### config.mk
export PLATFORM = sky130hd
export DESIGN_NAME = utf8_stream_decoder
export DESIGN_NICKNAME = d
export VERILOG_FILES = /design/src/hdl/utf8d_pkg.sv /design/src/hdl/utf8d_decode.sv /design/src/hdl/utf8d_emit.sv /design/src/hdl/utf8_stream_decoder.sv
export VERILOG_INCLUDE_DIRS = /design/src /design/src/hdl
export SDC_FILE = /design/constraint.sdc
export NUM_CORES = 1
export LEC_CHECK = 0
export BUFFER_PORTS_ARGS = -buffer_cell sky130_fd_sc_hd__buf_2
export CAP_MARGIN = 20
export CORE_MARGIN = 1.5
export CORE_UTILIZATION = 51
export CTS_CLUSTER_DIAMETER = 50
export CTS_CLUSTER_SIZE = 10
export DETAILED_ROUTE_END_ITERATION = 8
export HOLD_SLACK_MARGIN = 0.08
export PLACE_DENSITY = 0.75
export SLEW_MARGIN = 15
export SYNTH_ARGS = -nofsm -noshare
export SYNTH_HDL_FRONTEND = slang
export SYNTH_SLANG_ARGS = --single-unit
### constraint.sdc
create_clock -name clk -period 2.6 [get_ports clk]
set_input_delay 0.26 -clock clk [delete_from_list [all_inputs] [get_ports clk]]
set_output_delay 0.26 -clock clk [all_outputs]
set_load 0.05 [all_outputs]
### src/hdl/utf8_stream_decoder_defines.svh
// ----------------------------------------------------------------------------
// utf8_stream_decoder_defines
// assertion macros shared by the decoder rtl, clocked on clk, reset arst_n
// ----------------------------------------------------------------------------
`ifndef UTF8_STREAM_DECODER_DEFINES_SVH
`define UTF8_STREAM_DECODER_DEFINES_SVH
`ifndef NO_ASSERTIONS
// property must hold at every edge out of reset
`define UTF8D_ASSERT(lbl, prop) \
	lbl: assert property (@(posedge clk) disable iff (!arst_n) (prop)) \
		else $error("utf8d assertion failed");
// condition must never be true out of reset
`define UTF8D_NEVER(lbl, cond) \
	lbl: assert property (@(posedge clk) disable iff (!arst_n) !(cond)) \
		else $error("utf8d forbidden condition seen");
`else
`define UTF8D_ASSERT(lbl, prop)
`define UTF8D_NEVER(lbl, cond)
`endif
`endif

### src/hdl/utf8d_pkg.sv
// ----------------------------------------------------------------------------
// utf8d_pkg
// types and constants shared by the utf-8 stream decoder modules
// ----------------------------------------------------------------------------
`default_nettype none
package utf8d_pkg;

	localparam int unsigned CP_W = 21;

	localparam logic [CP_W-1:0] REPL_CP  = 21'h00FFFD;
	localparam logic [1:0]      CONT_TAG = 2'b10;

	// results caused by one input byte: some replacement characters,
	// then optionally one final result
	typedef struct packed {
		logic [1:0]      rep_cnt;
		logic            fin_vld;
		logic [CP_W-1:0] fin_cp;
		logic            fin_end;
	} burst_t;

endpackage
`default_nettype wire

### src/hdl/utf8d_decode.sv
// ----------------------------------------------------------------------------
// utf8d_decode
// input register, sequence state and per-byte decode into a result burst
// ----------------------------------------------------------------------------
`default_nettype none
`include "utf8_stream_decoder_defines.svh"
module utf8d_decode
	import utf8d_pkg::*;
(
	input  wire logic       clk,
	input  wire logic       arst_n,
	input  wire logic       in_valid,
	output logic            in_ready,
	input  wire logic [7:0] in_byte,
	input  wire logic       free,
	output logic            burst_vld,
	output burst_t          burst
);

	typedef struct packed {
		logic            lead;
		logic [1:0]      br;
		logic [CP_W-1:0] acc;
		logic            fin_vld;
		logic [CP_W-1:0] fin_cp;
		logic            fin_end;
	} fresh_t;

	function automatic fresh_t fresh_decode(input logic [7:0] b);
		fresh_t f;
		f = '0;
		if (b == 8'h00) begin
			f.fin_vld = 1'b1;
			f.fin_end = 1'b1;
		end else if (!b[7]) begin
			f.fin_vld = 1'b1;
			f.fin_cp  = {{(CP_W-8){1'b0}}, b};
		end else if (b[7:5] == 3'b110) begin
			f.lead = 1'b1;
			f.br   = 2'd1;
			f.acc  = {{(CP_W-5){1'b0}}, b[4:0]};
		end else if (b[7:4] == 4'b1110) begin
			f.lead = 1'b1;
			f.br   = 2'd2;
			f.acc  = {{(CP_W-4){1'b0}}, b[3:0]};
		end else if (b[7:3] == 5'b11110) begin
			f.lead = 1'b1;
			f.br   = 2'd3;
			f.acc  = {{(CP_W-3){1'b0}}, b[2:0]};
		end else begin
			f.fin_vld = 1'b1;
			f.fin_cp  = REPL_CP;
		end
		return f;
	endfunction

	logic [7:0]      byte_s1;
	logic            vld_s1;
	logic [1:0]      br_q;
	logic [1:0]      ct_q;
	logic [CP_W-1:0] acc_q;
	logic [1:0]      br_n;
	logic [1:0]      ct_n;
	logic [CP_W-1:0] acc_n;
	logic [CP_W-1:0] acc_ext;
	fresh_t          fr;
	logic            take;

	assign take     = vld_s1 && free;
	assign in_ready = !vld_s1 || take;

	always_comb begin
		br_n    = br_q;
		ct_n    = ct_q;
		acc_n   = acc_q;
		burst   = '0;
		acc_ext = {acc_q[CP_W-7:0], byte_s1[5:0]};
		fr      = fresh_decode(byte_s1);
		if (br_q != 2'd0 && byte_s1[7:6] == CONT_TAG) begin
			acc_n = acc_ext;
			br_n  = br_q - 2'd1;
			ct_n  = ct_q + 2'd1;
			if (br_q == 2'd1) begin
				burst.fin_vld = 1'b1;
				burst.fin_cp  = acc_ext;
				ct_n          = 2'd0;
				acc_n         = '0;
			end
		end else begin
			// missing continuation: one replacement for the lead and one per taken byte
			if (br_q != 2'd0) begin
				burst.rep_cnt = (ct_q > 2'd2) ? 2'd3 : ct_q + 2'd1;
				br_n          = 2'd0;
				ct_n          = 2'd0;
				acc_n         = '0;
			end
			burst.fin_vld = fr.fin_vld;
			burst.fin_cp  = fr.fin_cp;
			burst.fin_end = fr.fin_end;
			if (fr.lead) begin
				br_n  = fr.br;
				ct_n  = 2'd0;
				acc_n = fr.acc;
			end
		end
		burst_vld = vld_s1 && (burst.rep_cnt != 2'd0 || burst.fin_vld);
	end

	always_ff @(posedge clk or negedge arst_n) begin
		if (!arst_n) begin
			vld_s1 <= 1'b0;
			br_q   <= 2'd0;
			ct_q   <= 2'd0;
			acc_q  <= '0;
		end else begin
			if (in_ready) begin
				vld_s1 <= in_valid;
			end
			if (take) begin
				br_q  <= br_n;
				ct_q  <= ct_n;
				acc_q <= acc_n;
			end
		end
	end

	always_ff @(posedge clk) begin
		if (in_ready && in_valid) begin
			byte_s1 <= in_byte;
		end
	end

	`UTF8D_NEVER(a_ct_bound, {1'b0, br_q} + {1'b0, ct_q} > 3'd3)
	`UTF8D_ASSERT(a_hold_stalled, (vld_s1 && !free) |=> (vld_s1 && $stable(byte_s1)))

endmodule
`default_nettype wire

### src/hdl/utf8d_emit.sv
// ----------------------------------------------------------------------------
// utf8d_emit
// result register that plays out one burst, one result per transfer
// ----------------------------------------------------------------------------
`default_nettype none
`include "utf8_stream_decoder_defines.svh"
module utf8d_emit
	import utf8d_pkg::*;
(
	input  wire logic       clk,
	input  wire logic       arst_n,
	input  wire logic       burst_vld,
	input  burst_t          burst,
	output logic            free,
	output logic            out_valid,
	input  wire logic       out_ready,
	output logic [CP_W-1:0] code_point,
	output logic            end_of_text,
	output logic            last_result
);

	logic   busy_q;
	burst_t cur_q;
	logic   load;
	logic   xfer;

	assign xfer        = busy_q && out_ready;
	assign last_result = (cur_q.rep_cnt == 2'd0) || (cur_q.rep_cnt == 2'd1 && !cur_q.fin_vld);
	assign free        = !busy_q || (xfer && last_result);
	assign load        = burst_vld && free;

	assign out_valid   = busy_q;
	assign code_point  = (cur_q.rep_cnt != 2'd0) ? REPL_CP : cur_q.fin_cp;
	assign end_of_text = (cur_q.rep_cnt == 2'd0) && cur_q.fin_end;

	always_ff @(posedge clk or negedge arst_n) begin
		if (!arst_n) begin
			busy_q <= 1'b0;
		end else if (load) begin
			busy_q <= 1'b1;
		end else if (xfer && last_result) begin
			busy_q <= 1'b0;
		end
	end

	always_ff @(posedge clk) begin
		if (load) begin
			cur_q <= burst;
		end else if (xfer && cur_q.rep_cnt != 2'd0) begin
			cur_q.rep_cnt <= cur_q.rep_cnt - 2'd1;
		end
	end

	`UTF8D_ASSERT(a_end_is_last, (out_valid && end_of_text) |-> (last_result && code_point == '0))
	`UTF8D_ASSERT(a_busy_has_work, busy_q |-> (cur_q.rep_cnt != 2'd0 || cur_q.fin_vld))

endmodule
`default_nettype wire

### src/hdl/utf8_stream_decoder.sv
// ----------------------------------------------------------------------------
// utf8_stream_decoder
// utf-8 byte stream to code point decoder, valid/ready on both sides
// ----------------------------------------------------------------------------
// Takes one byte per transfer and gives the decoded code points. A byte
// that causes no result (a lead byte, a non-final continuation byte) is
// taken once the result register has played out its last result; a
// byte that causes n results (one to four) occupies the output for n
// transfers, so the sustained input rate is one byte per cycle when every
// byte gives at most one result and the output is never stalled. The input
// register and the result register are separate, so a byte is taken while
// a result waits. A byte passes the input register and then the result
// register, which loads it only when free, before its first result is
// offered. Malformed input gives U+FFFD: a stray continuation, bytes
// F8-FF, and for a broken sequence one U+FFFD for the lead plus one per
// continuation already taken, after which the breaking byte is decoded
// afresh. A zero byte outside a sequence gives code point 0 with
// end_of_text set. No overlong or surrogate checks. last_result marks the
// final result of each byte.
// ----------------------------------------------------------------------------
`default_nettype none
`include "utf8_stream_decoder_defines.svh"
module utf8_stream_decoder
	import utf8d_pkg::*;
(
	input  wire logic       clk,
	input  wire logic       arst_n,
	// byte input channel
	input  wire logic       in_valid,
	output logic            in_ready,
	input  wire logic [7:0] in_byte,
	// code point output channel
	output logic            out_valid,
	input  wire logic       out_ready,
	output logic [20:0]     code_point,
	output logic            end_of_text,
	output logic            last_result
);

	// burst descriptor from the decode stage and the emitter's take signal
	burst_t burst;
	logic   burst_vld;
	logic   free;

	// input register, sequence state, decode of one byte
	utf8d_decode u_decode (
		.clk       (clk),
		.arst_n    (arst_n),
		.in_valid  (in_valid),
		.in_ready  (in_ready),
		.in_byte   (in_byte),
		.free      (free),
		.burst_vld (burst_vld),
		.burst     (burst)
	);

	// result register, plays the burst out one transfer at a time
	utf8d_emit u_emit (
		.clk         (clk),
		.arst_n      (arst_n),
		.burst_vld   (burst_vld),
		.burst       (burst),
		.free        (free),
		.out_valid   (out_valid),
		.out_ready   (out_ready),
		.code_point  (code_point),
		.end_of_text (end_of_text),
		.last_result (last_result)
	);

	// an end marker is always the last result of its byte
	`UTF8D_ASSERT(a_top_end_last, (out_valid && end_of_text) |-> last_result)

endmodule
`default_nettype wire

==> results.ini <==
[outcome]
status=finished, final reports clean

[clock_network]
clock_latency_ns=0.31
cts_tree=yes
clock_sinks=54
cts_buffer_depth=2
htree_num_levels=2
clk_pin_slew_worst_paths_ns=0.10
cts_root_buf=clkbuf_8
post_cts.repair.setup_buffers=0
cts_buffers=5

[drt]
drt-total-wl_um=4400
drc=0
dr.pass1.iters=4
via_count=1643
ant_nets=0
vias_per_cell=5.37
drtIter0Drc=154
routedWlPerCell_um=14.4

[synthesis]
synthTopCellsByArea=edfxtp_1, dfrtp_1, a22o_1, nand2b_1, nand2_1
ys.flop_type=edfxtp_1
yosys.area.top_type=edfxtp_1
synth_edf_count=33
ys_ff_latch=54
postSynthAreaPerCell_um2=12.5
syn_nets=217
synth-warning-count=0
syn_inst=199
synthArstFlopShare=0.389
seq_area_frac_synth=0.607
synthesis.area_um2=2500
synth_top_area_share=0.397
synth_cell_type_count=43

[timing]
setup_viol=0
rsz0062_at_grt=false
max-slew-margin-rel=0.668
drv_slew=0
timing_hold_violations_final=0
max_freq_mhz=441
skew_ns=0.0127
period_share=0.873
finalCriticalPeriod_ns=2.27
tightest_slew_ns=0.497
setup_tns_ns=0

[grt]
grt-ovfl-total=0
antenna_found_initial=0
first_global_vias=1514
grt_pass1_wl_um=7200
grt_util_all_layers=0.181
grt_max_degree=26

[final_layout]
drive_gt1_frac=0.238
diodes=0
num-nets-final=256
final_cell_mix=buf_2, edfxtp_1, nand2_1
final_common_cell=buf_2
syn_to_final_growth_pct=14.0
final_cell_area_um2=2850

[power_and_ir_drop]
ir_drop_mv=0.699
leakagePower_nw=1.22
seqPwrFrac=0.398
switching_share=0.435
power_frac_clock=0.151
comb_power_share=0.451
p_int_w=0.00212
power.net_switching_w=0.00163
p_per_area_nw_per_um2=1320

[die]
io_pins=37
initial_utilization=0.529
rows=25
core_um2=4720
dieHeight_um=73.0
dieWidth_um=73.0
dieArea_um2=5330

[worst_setup_path]
worst_setup_path_start_kind=flop
cp.required_ns=2.64
worstSetupPathType=reg2reg
worst_ep_arrival_time_ns=2.31
ff2ff_path_depth=7
worstPathMaxFanout=23
crit_path_end_kind=flop

[placed_design]
dpl_cell_area_um2=2720
hpwl_um=3020
io_buffers=36
gp_congestion=0.784

[hold_path]
hold_class=in2reg
hold_path_depth=1

[flow_run]
cap_violations=0

-- worst paths after layout --
path	from	to	slack (ns)
max in group asynchronous	arst_n	u_emit.out_valid	1.82
min in group asynchronous	arst_n	u_decode.acc_q[11]	0.43
worst max-delay path	u_decode.br_q[0]	u_emit.cur_q[22]	0.33
worst min-delay path	in_byte[2]	u_decode.byte_s1[2]	0.12
worst min register to register	u_decode.acc_q[12]	u_decode.acc_q[12]	0.50
worst max register to register	u_decode.br_q[0]	u_emit.cur_q[22]	0.33
-- per-stage QoR --
stage	worst slack, ns	utilization	total power, W	hold WS [ns]	cells
floorplan	0.0650	-	0.00284	-0.0356	199
global placement	0.447	0.575	0.00316	0.247	296
detailed placement	0.361	0.575	0.00321	0.249	296
CTS	0.314	0.601	0.00377	0.114	305
global route	0.113	0.603	0.00398	0.111	306
finish	0.331	0.603	0.00375	0.118	306
-- power by group through the flow --
stage          Combinational, W  Clock [W]  Sequential, W
2_1_floorplan           0.00138          0        0.00146
3_3_place_gp            0.00165          0        0.00150
3_5_place_dp            0.00170          0        0.00151
4_1_cts                 0.00171   0.000574        0.00149
5_1_grt                 0.00185   0.000613        0.00152
6_report                0.00169   0.000565        0.00149
-- Yosys cell counts, types with 3 or more instances --
| library cell | count |
|---|---|
| nand2_1 | 24 |
| nand3_1 | 4 |
| and2_1 | 14 |
| nor2_1 | 4 |
| nor3_1 | 3 |
| nand2b_1 | 16 |
| buf_2 | 4 |
| inv_1 | 7 |
| nor2b_1 | 3 |
| o21ai_1 | 3 |
| o21a_1 | 6 |
| ha_1 | 6 |
| a22o_1 | 14 |
| mux2i_1 | 4 |
| dfrtp_1 | 21 |
| edfxtp_1 | 33 |
-- layout make-up --
type | instances | area (um^2)
fill | 369 | 1880
clock buffer | 5 | 68.8
timing repair buffer | 41 | 220
inverter | 8 | 30.0
multi-input combinational | 128 | 883
sequential | 54 | 1520
clock inverter | 3 | 43.8
tap | 67 | 83.8
-- cells by family after synthesis --
logic type	after synthesis	synth area share
flops	54	0.607
buf+inv	17	0.0401
simple gates	81	0.183
fa+ha+maj	6	0.0301
compound gates	36	0.119
mux	5	0.0205
-- timing repair --
item / in CTS / in global routing
endpoints found under the setup margin: 0 / 0
resized for setup: 0 / 0
hold buffers: 1 / 0
hold endpoints to repair: 21 / 0
-- registers in the layout, indices dropped and copies added (netlist names) --
name,count
u_decode.acc_q,15
u_decode.br_q,2
u_decode.byte_s1,8
u_decode.ct_q,2
u_decode.vld_s1,1
u_emit.cur_q,25
u_emit.out_valid,1
-- layer usage --
metal  vias up  share of wire  GRT usage
li1        791              -          -
met1       797           0.47      0.248
met2        48           0.48      0.283
met3         7          0.037     0.0428
met4         0          0.015     0.0692
met5         -              0          0
-- worst max-delay path, stage by stage (launching register included) --
cell       delay, ns
dfrtp_1         0.41
inv_1           0.08
ha_1            0.40
nand4bb_1       0.26
nand4_2         0.30
nor2_1          0.28
nor2_2          0.04
buf_4           0.23
(Power assumes the default switching activity.)
